==> config.mk <==
export PLATFORM = sky130hd
export DESIGN_NAME = fua_ram
export DESIGN_NICKNAME = d
export VERILOG_FILES = /design/src/hw/rtl/assert_macros.svh /design/src/hw/rtl/fua_ram.sv
export SDC_FILE = /design/constraint.sdc
export NUM_CORES = 1
export LEC_CHECK = 0
export BUFFER_PORTS_ARGS = -buffer_cell sky130_fd_sc_hd__buf_4
export CORE_MARGIN = 1.5
export CORE_UTILIZATION = 35
export CTS_CLUSTER_DIAMETER = 120
export DETAILED_ROUTE_END_ITERATION = 6
export GPL_TIMING_DRIVEN = 0
export PLACE_DENSITY = 0.52
export SETUP_SLACK_MARGIN = 0.05
export SLEW_MARGIN = 30
export SYNTH_ARGS = -nofsm -noshare
export SYNTH_HDL_FRONTEND = slang
export SYNTH_SLANG_ARGS = --single-unit
==> constraint.sdc <==
create_clock -name clock -period 1.38 [get_ports clock]
set_input_delay 0 -clock clock [delete_from_list [all_inputs] [get_ports clock]]
set_output_delay 0 -clock clock [all_outputs]
set_load 0.1 [all_outputs]
==> src/hw/rtl/assert_macros.svh <==
// Assertion macros shared by the flow-updating averaging RTL.
// Needs a clock named clock and a reset named reset in the using module.
`ifndef ASSERT_MACROS_SVH
`define ASSERT_MACROS_SVH

// Check that a condition holds at every clock edge outside reset.
`define FUA_ASSERT(lbl, prop, msg) \
   lbl: assert property (@(posedge clock) disable iff (reset) (prop)) else $error(msg);

// Check that a condition implies another one in the following cycle.
`define FUA_ASSERT_NEXT(lbl, ante, cons, msg) \
   lbl: assert property (@(posedge clock) disable iff (reset) (ante) |=> (cons)) else $error(msg);

`endif

==> src/hw/rtl/fua_ram.sv <==
`timescale 1ns / 1ps
// Generic single-write, single-read RAM with registered read data.
// No dependencies.
module fua_ram #(
   parameter int WIDTH = 8,
   parameter int DEPTH = 16
) (
   input  logic                                   clock,
   input  logic                                   we,
   input  logic [((DEPTH > 1) ? $clog2(DEPTH) : 1)-1:0] waddr,
   input  logic [WIDTH-1:0]                       wdata,
   input  logic [((DEPTH > 1) ? $clog2(DEPTH) : 1)-1:0] raddr,
   output logic [WIDTH-1:0]                       rdata
);

   logic [WIDTH-1:0] mem_ff [DEPTH];
   logic [WIDTH-1:0] rdata_ff;

   always_ff @(posedge clock) begin
      if (we) begin
         mem_ff[waddr] <= wdata;
      end
      rdata_ff <= mem_ff[raddr];
   end

   assign rdata = rdata_ff;

endmodule

### Word level (Yosys, flattened, before mapping)

Memories as Yosys holds them, arrays and structs flattened. A register that Yosys moved wholly into a read port is not among the register bits.
Cells that the tools add are included.

| storage, ports and cells | value |
|---|---|
| register bits after elaboration | 0 |
| bits in writable memories | 128 |
| input port bits | 18 |
| output and inout port bits | 8 |
| memories | 1 |

| cells by class | value |
|---|---|
| multiplexer cells | 2 |

Memory list:

| name | depth | width | read ports | clocked after Yosys merged registers in | write ports | RTL line | RTL |
|---|---|---|---|---|---|---|---|
| mem_ff | 16 | 8 | 1 | 1 | 1 | fua_ram.sv:16 | `logic [WIDTH-1:0] mem_ff [DEPTH];` |

Operator list:

| cell | number |
|---|---|
| $mux 1 | 2 |

### Logic depth before layout (Yosys ltp)

| depth | value |
|---|---|
| depth after elaboration | 2 |
| depth in mapped cells | 5 |

### Worst setup path after synthesis

No wires, ideal clock.

| timing | value |
|---|---|
| path kind | input port to flip-flop |
| start | in waddr[2] (netlist bit) |
| end | mem mem_ff[0][0], enable pin |
| setup time | 383 ps |
| arrival | 1,110 ps |
| required time | 997 ps |
| slack | -113 ps |
| stages | 2 |
| path through | or3b_2 nor3_1 |

RTL lines:

| what | RTL line | RTL |
|---|---|---|
| start, declared | fua_ram.sv:10 | `input logic [((DEPTH > 1) ? $clog2(DEPTH) : 1)-1:0] waddr,` |
| end, declared | fua_ram.sv:16 |  |

No word-level cell before the write port.

==> impl_metrics.py <==
metrics = {
    "synth": {
        "synth_seq_cells": 136,
        "seq_area_frac_synth_pct": 77.8,
        "synth_cell_type_count": 19,
        "synth_warnings": 0,
        "synth.net_count": 247,
        "synth_area_sq_um": 5150,
        "avgSynthCellArea_sq_um": 22.5,
        "synth_cells": 229,
    },
    "timing": {
        "hold_viol": 0,
        "setup_viol": 0,
        "rsz0062_at_grt": "yes",
        "skew_ps": 5.72,
        "worst_hold_slack_ps": 47.9,
        "post-route-period-util_pct": 98.9,
        "maxSlewViolCount": 0,
        "setup_tns_ps": 0,
        "max_freq_mhz": 733,
        "setup_ws_ps": 15.0,
        "period_minus_slack_ps": 1370,
        "relSlewSlack_pct": 43.3,
        "worstMarginPinSlew_ps": 845,
    },
    "global_route": {
        "grt_usage_pct": 14.6,
        "grt_pass1_wl_um": 15500,
        "grt_start_max_net_pins": 17,
        "antenna_found_initial": 0,
        "grt_pass1_vias": 2460,
        "grt_overflow": 0,
    },
    "placed_design": {
        "dpl.hpwl_um": 6500,
        "port_buffers": 24,
        "gp_congestion": 0.751,
        "dp_slack_ps": -341,
        "placed_area_sq_um": 5580,
    },
    "setup_path": {
        "max_stage_delay_ps": 510,
        "crit_fanout": 1,
        "crit_path_top_delay_cell": "mux4_2",
        "crit_family": "multiplexers",
        "crit_buf_inv": 0,
        "critPathKind": "reg2reg",
        "worstPathArrival_ps": 1660,
        "startpoint_type": "register",
        "cp.required_ps": 1670,
        "crit_chain": "mux4_2 > a22oi_2 > nand2_1",
        "worst_setup_path_end_kind": "register",
    },
    "power": {
        "leakage_nw": 2.03,
        "p_sw_w": 0.00203,
        "power_switching_share_pct": 21.4,
        "p_comb_share_pct": 7.6,
        "pwr-share-seq_pct": 49.0,
        "peakVddDrop_mv": 0.921,
        "power_density_nw_per_um2": 1530,
        "p_clk_share_pct": 43.5,
        "intPower_w": 0.00745,
    },
    "routing": {
        "wirelength_um": 10400,
        "num_vias": 2387,
        "drtAntennaViolNets": 0,
        "firstDrtPassIters": 4,
        "wl_per_cell_um": 21.9,
        "drt_iter0_drc": 177,
        "drc": 0,
        "via_per_inst": 5.00,
    },
    "status": {
        "status": "finished, final reports clean",
    },
    "flow_run": {
        "cap_violations": 0,
    },
    "cells_and_area": {
        "mostFrequentLayoutCell": "edfxtp_1",
        "layout.nets": 298,
        "area_growth_pct": 20.8,
        "multi_input_area_sq_um": 1090,
        "insertedDiodeCount": 0,
        "drive_gt1_share_pct": 32.8,
        "nFillCells": 1280,
        "utilization_pct": 43.1,
        "seq_area_sq_um": 4000,
        "final_area_sq_um": 6220,
        "layout_common_cells": "128 x edfxtp_1, 25 x mux4_2, 25 x buf_4",
    },
    "clock_tree": {
        "tritoncts_num_sinks": 136,
        "path_clk_slew_ps": 50,
        "tritoncts": "built",
        "cts_buffer_depth": 2,
        "cts_buffers": 17,
        "clk_latency_ps": 420,
        "htreeDepth": 4,
        "ctsRootBufferMaster": "clkbuf_16",
    },
    "floorplan": {
        "coreArea_sq_um": 14400,
        "die_x_um": 124,
        "fp-row-count": 44,
        "initial_utilization_pct": 35.7,
        "die-area_sq_um": 15400,
        "die_height_um": 124,
        "top_level_ports": 26,
    },
    "hold_path": {
        "hp-class": "in2reg",
    },
}
## through the flow
step	total power (W)	cells
finish	0.00948	477
global route	0.00976	477
CTS	0.00955	477
detailed placement	0.00541	437
global placement	0.00540	437
floorplan	0.00516	229
## power by group through the flow
stage | Sequential (W) | Combinational, W | Clock (W)
floorplan | 0.00492 | 0.000235 | 0
global placement | 0.00472 | 0.000681 | 0
detailed placement | 0.00473 | 0.000687 | 0
CTS | 0.00464 | 0.000724 | 0.00419
global route | 0.00465 | 0.000755 | 0.00436
finish | 0.00464 | 0.000717 | 0.00412
## sequential cells by signal, indices dropped and copies added (netlist names)
signal,flops
mem_ff,128
rdata,8
## cells by family (layout without fill, tap and decap cells)
logic type	count (synthesis)	count (layout)	synth area share (%)
AOI/OAI and AO/OA	16	16	2.33
buffers and inverters	10	74	1.68
DFF	136	136	77.8
muxes	32	32	15.0
and+or+nand+nor	35	35	3.18
## synth_stat cells
cell             instances  area [sq um]
edfxtp_1               128          3840
nand3_1                  1          5.00
or3b_2                   1          8.76
mux4_2                  18           405
nand2_1                  9          33.8
and2b_1                  1          7.51
a22oi_1                 16           120
nand3b_1                 2          15.0
buf_4                    1          7.51
buf_2                    3          15.0
buf_6                    3          33.8
nor3_1                   4          20.0
nor2_1                  13          48.8
and2_1                   1          6.26
nand2b_1                 2          12.5
nor2b_1                  1          6.26
mux4_1                  14           368
dfxtp_1                  8           160
clkdlybuf4s25_2          3          30.0
## layer usage
metal / GRT usage, % / share of wire [%] / wire length (um)
met5: 0 / 0 / 0
met2: 21.2 / 47 / 4930
met3: 5.33 / 5.1 / 533
met1: 19.9 / 46 / 4810
met4: 6.09 / 1.4 / 151
## timing repair
action,CTS,global route
gates cloned,0,0
resized for setup,12,4
pin swaps,5,3
buffers inserted,0,0
hold buffers,8,0
setup endpoints to repair,8,16
endpoints found under the hold margin,128,0
## final timing paths
kind | start | endpoint | slack, ps | cells after the start
max reg2reg | mem_ff[3][3]$_DFFE_PP_ | rdata[3]$_DFF_P_ | 10 | 3
min | waddr[1] | mem_ff[4][5]$_DFFE_PP_ | 50 | 2
max | mem_ff[3][3]$_DFFE_PP_ | rdata[3]$_DFF_P_ | 10 | 3
min reg2reg | mem_ff[14][2]$_DFFE_PP_ | rdata[2]$_DFF_P_ | 670 | 3
## final cells by class
class | count | area share (%)
clock inverter | 1 | 0.0805
timing repair buffer | 32 | 4.19
tap | 184 | 3.70
sequential | 136 | 64.4
multi-input combinational | 83 | 17.6
buffer | 10 | 1.39
clock buffer | 31 | 8.68
Note: power is estimated with default switching activity, not from simulation.
