File: src/hw/rtl/assert_macros.svh
// Assertion macros shared by the flow-updating averaging RTL.
// Needs a clock named clock and a reset named reset in the using module.
`ifndef ASSERT_MACROS_SVH
`define ASSERT_MACROS_SVH

// Check that a condition holds at every clock edge outside reset.
`define FUA_ASSERT(lbl, prop, msg) \
   lbl: assert property (@(posedge clock) disable iff (reset) (prop)) else $error(msg);

// Check that a condition implies another one in the following cycle.
`define FUA_ASSERT_NEXT(lbl, ante, cons, msg) \
   lbl: assert property (@(posedge clock) disable iff (reset) (ante) |=> (cons)) else $error(msg);

`endif

File: src/hw/rtl/fua_div.sv
`timescale 1ns / 1ps
// Bit-serial restoring divider for unsigned operands, one quotient bit a cycle.
// No dependencies.
module fua_div #(
   parameter int DIVIDEND_W = 71,
   parameter int DIVISOR_W  = 5
) (
   input  logic                  clock,
   input  logic                  reset,
   input  logic                  start,
   input  logic [DIVIDEND_W-1:0] dividend,
   input  logic [DIVISOR_W-1:0]  divisor,
   output logic                  done,
   output logic [DIVIDEND_W-1:0] quotient
);

   localparam int CNT_W = $clog2(DIVIDEND_W + 1);

   logic                  busy_ff;
   logic                  done_ff;
   logic [CNT_W-1:0]      cnt_ff;
   logic [DIVIDEND_W-1:0] quo_ff;
   logic [DIVISOR_W-1:0]  rem_ff;
   logic [DIVISOR_W-1:0]  dsr_ff;
   logic [DIVISOR_W:0]    shifted;
   logic [DIVISOR_W:0]    diff;
   logic                  ge;

   assign shifted = {rem_ff, quo_ff[DIVIDEND_W-1]};
   assign diff    = shifted - {1'b0, dsr_ff};
   assign ge      = !diff[DIVISOR_W];

   always_ff @(posedge clock) begin
      if (reset) begin
         busy_ff <= 1'b0;
         done_ff <= 1'b0;
         cnt_ff  <= '0;
      end else begin
         done_ff <= 1'b0;
         if (start) begin
            busy_ff <= 1'b1;
            cnt_ff  <= '0;
         end else if (busy_ff) begin
            cnt_ff <= cnt_ff + CNT_W'(1);
            if (cnt_ff == CNT_W'(DIVIDEND_W - 1)) begin
               busy_ff <= 1'b0;
               done_ff <= 1'b1;
            end
         end
      end
   end

   always_ff @(posedge clock) begin
      if (start) begin
         quo_ff <= dividend;
         rem_ff <= '0;
         dsr_ff <= divisor;
      end else if (busy_ff) begin
         quo_ff <= {quo_ff[DIVIDEND_W-2:0], ge};
         rem_ff <= ge ? diff[DIVISOR_W-1:0] : shifted[DIVISOR_W-1:0];
      end
   end

   assign done     = done_ff;
   assign quotient = quo_ff;

endmodule

File: config.mk
export PLATFORM = sky130hd
export DESIGN_NAME = fua_div
export DESIGN_NICKNAME = d
export VERILOG_FILES = /design/src/hw/rtl/assert_macros.svh /design/src/hw/rtl/fua_div.sv
export SDC_FILE = /design/constraint.sdc
export NUM_CORES = 1
export LEC_CHECK = 0
export ABC_AREA = 1
export ABC_CLOCK_PERIOD_IN_PS = 2710
export BUFFER_PORTS_ARGS = -buffer_cell sky130_fd_sc_hd__buf_2
export CAP_MARGIN = 20
export CORE_UTILIZATION = 45
export DETAILED_ROUTE_END_ITERATION = 7
export PLACE_DENSITY_LB_ADDON = 0.2
export SETUP_SLACK_MARGIN = 0.02
export SLEW_MARGIN = 20
export SYNTH_ARGS = -nofsm -noshare
export SYNTH_HDL_FRONTEND = slang
export SYNTH_SLANG_ARGS = --single-unit
File: constraint.sdc
create_clock -name clock -period 2.71 [get_ports clock]
set_input_delay 0.813 -clock clock [delete_from_list [all_inputs] [get_ports clock]]
set_output_delay 0.813 -clock clock [all_outputs]
set_load 0.01 [all_outputs]
After elaboration in Yosys (flattened, before gate mapping) --
Cells that the tools add are included. Widths: inputs -> output; s select.
Operators by class: mux-type cells 7, bitwise logic cells 1, reduce and logical (&&, ||, !) cells 4, $add $sub $neg 2, equality and inequality tests 1
Operators with widths (count):
- $mux 71 | 2
- $add 7x1->7 const B | 1
- $eq 7x7->1 const B | 1
- $sub 6x5->6 | 1
- $mux 5 | 1
- $mux 1 | 4
- $reduce_or 3->1 | 1
- $reduce_bool 2->1 | 1
- $reduce_or 2->1 | 1
- $logic_not 1->1 | 1
- $not 1->1 | 1
Word-level totals: flip-flop bits (word level) 90, logic and storage cells 21

Depth between registers and ports, before layout --
depth after elaboration 4, depth in mapped cells 12, mapped depth without buffers 12

Worst setup path before layout --
OpenSTA, ideal clock, no wires.
path type input port to flip-flop, start in start, end reg quo_ff[0] (netlist: quotient[0]), enable pin, data required time 2.285 ns, data arrival time 2.294 ns, setup slack -0.008 ns, setup time 0.425 ns, cell stages on the path 2, path through nor2_1 inv_1
On the way: cells in the longest elaborated chain, start to end 1
RTL lines:
- from (decl) | RTL line fua_div.sv:10 | input logic start,
- $reduce_bool 2->1 (no line)
- to (signal assigned) | RTL line fua_div.sv:55 | quo_ff <= dividend;
- to (signal assigned) | RTL line fua_div.sv:59 | quo_ff <= {quo_ff[DIVIDEND_W-2:0], ge};
- to (decl) | RTL line fua_div.sv:22 | logic [DIVIDEND_W-1:0] quo_ff;
Every way passes these cells. A chain may end at the register's enable or synchronous reset.

Worst setup path in the final report --
start in start, end reg quo_ff[9] (netlist: quotient[9]), enable pin
Same word-level chain as after synthesis.

==> flow_metrics.tcl <==
set metrics [dict create \
    ir_drop_mv 0.3117 \
    grt_pass1_vias 3143 \
    num_vias 3368 \
    end_kind "register" \
    multi_input_area_um2 1344 \
    crit_fanout 53 \
    synth_compound_area_frac 0.01723 \
    grt_pass1_wl_mm 14.65 \
    fin_crit_ns 1.750 \
    tritoncts "yes" \
    antenna_found_initial 0 \
    worst_pin_slew_ns 0.6996 \
    path_cells "buf_2 -> nor2_2 -> clkinvlp_4 -> buf_4" \
    setup_viol 0 \
    synthTopCellsByArea "edfxtp_1, nand2_1, dfxtp_1, nand3_1, ha_1" \
    cpMaxStageDelayCell "buf_4" \
    setup.worst_path.start_class "input pin" \
    cts.hold.buffers_added 0 \
    yosys_register_bits 90 \
    ys_seq_area_frac 0.6300 \
    fin_tns_setup_ns 0 \
    cts.sinks 90 \
    mostFrequentLayoutCells "nand2_1, buf_2, edfxtp_1" \
    totalWireLength_mm 8.867 \
    path_buf_inv 3 \
    synthAdderAreaFrac 0.02645 \
    worstHoldPathType "register to register" \
    drv_slew 0 \
    finalPower_mw 3.233 \
    clk_pin_slew_ns 0.08 \
    ios 151 \
    power_density_nw_per_um2 626.4 \
    wl_per_cell_um 12.63 \
    yosysTopAreaCell "edfxtp_1" \
    core_area_um2 8721 \
    portBuffers 150 \
    drive_above_1_share 0.3131 \
    firstDrtPassIters 5 \
    cts_setup_buffers 0 \
    die_w_um 97.08 \
    synth_mux_area_frac 0 \
    synth_simple_gate_area_frac 0.2839 \
    cp.arrival_ns 1.76 \
    first_iter_violations 179 \
    crit_type "input pin to register" \
    syn_area_per_cell_um2 9.287 \
    worst_hold_slack_ns 0.4877 \
    fin_cells 702 \
    cp_top_family "buffers and inverters" \
    place_inst 686 \
    clockBufferDepth 2 \
    synth_xor_area_frac 0.002153 \
    grt.total_usage 0.1949 \
    post-route-period-util 0.6456 \
    fill_cells 776 \
    die-area_um2 9424 \
    outcome "complete, no violations" \
    cts_buffers 9 \
    die_y_um 97.08 \
    synth_top_area_share 0.5611 \
    row_count 34 \
    final_common_cell "nand2_1" \
    syn_to_final_growth_pct 26.88 \
    seqCellArea_um2 2562 \
    overflow 0 \
    synth_cell_types 25 \
    final_util 0.5918 \
    cts_resized 0 \
    fmax_mhz 571.6 \
    syn_inst 438 \
    clk_latency_ns 0.34 \
    syn-num-nets 525 \
    avgViaCountPerCell 4.798 \
    leakage_nw 2.595 \
    finClkSkew_ns 0.009037 \
    nets 676 \
    ys_warn_count 0 \
    required_ns 2.72 \
    hold_viol 0 \
    place_congestion 0.8077 \
    netlist_area_um2 4068 \
    route.detailed.drc 0 \
    max_stage_delay_ns 0.33 \
    synth_top_family_by_area "simple AND/OR/NAND/NOR gates" \
    htreeDepth 3 \
    initial_core_util 0.4664 \
    antenna_cells 0 \
    cts_root_buffer "clkbuf_8" \
    grt_start_max_net_pins 54 \
    max_cap_viol_count 0 \
    hpwl_mm 6.392 \
    rsz0062_at_grt "false" \
    ant_nets 0 \
    slew_headroom 0.5336 \
]
[metal layers]
metal | vias to the layer above | share of wire | wire (µm) | global-route usage
li1 | 1712 | - | - | -
met1 | 1526 | 0.43 | 3818 | 0.2564
met2 | 122 | 0.48 | 4298 | 0.3137
met3 | 8 | 0.073 | 649 | 0.04964
met4 | 0 | 0.011 | 100 | 0.06889
met5 | - | 0 | 0 | 0
[tightest hold or removal path: stages, from the launching register on]
cell	delay (ns)
dfxtp_1	0.33
nand2_1	0.07
nand2_1	0.05
[final cells by class]
| type | count | area share |
|---|---|---|
| clock inverter | 7 | 0.01818 |
| sequential | 90 | 0.4965 |
| multi-input combinational | 307 | 0.2604 |
| clock buffer | 9 | 0.02400 |
| inverter | 26 | 0.01964 |
| tap | 108 | 0.02618 |
| timing repair buffer | 155 | 0.1552 |
[path summary, 6_finish.rpt]
check                           end                    from  slack (ns)  cells past startpoint
max reg2reg  rem_ff[4]$_SDFFE_PP0P_  quotient[70]$_DFFE_PP_        0.98                     12
max           quotient[9]$_DFFE_PP_                   start        0.96                      4
min reg2reg  rem_ff[2]$_SDFFE_PP0P_  rem_ff[2]$_SDFFE_PP0P_        0.49                      2
min          rem_ff[2]$_SDFFE_PP0P_  rem_ff[2]$_SDFFE_PP0P_        0.49                      2
[per-stage QoR]
stage,area (µm²),setup WS (ns)
after detailed placement,4943,0.6039
after global routing,5161,0.8117
after global placement,4943,0.6344
final,5161,0.9604
after CTS,5161,0.9426
after floorplan,4074,0.1840
[where the power goes]
| part | internal [mW] | total (mW) | switching, mW |
|---|---|---|---|
| clock | 0.518 | 0.977 | 0.459 |
| sequential | 1.66 | 1.73 | 0.0726 |
| combinational | 0.214 | 0.523 | 0.310 |
[synthesized netlist by cell type]
library cell / count
nand2_1: 241
edfxtp_1: 76
inv_1: 23
nand3_1: 18
dfxtp_1: 14
nor2_1: 12
buf_2: 8
clkbuf_1: 7
ha_1: 7
nand3_2: 6
a21oi_1: 5
o21ai_0: 4
inv_2: 3
nor3_1: 2
o21ai_1: 2
a21oi_2: 1
a31oi_1: 1
fa_1: 1
nand2_2: 1
nand4_1: 1
nor2_2: 1
nor2_4: 1
nor4_1: 1
or2_4: 1
xnor2_1: 1
[logic make-up after synthesis]
| group | count (synthesis) |
|---|---|
| XOR/XNOR | 1 |
| AO/OA/AOI/OAI | 13 |
| buffers and inverters | 41 |
| adder cells (fa/ha/maj) | 8 |
| flip-flops | 90 |
| AND/OR/NAND/NOR | 285 |
[registers in the layout, summed over array words and instances (netlist names)]
name      flops
quotient     71
rem_ff        5
busy_ff       1
done          1
cnt_ff        7
dsr_ff        5
Note: power is estimated with default switching activity, not from simulation.
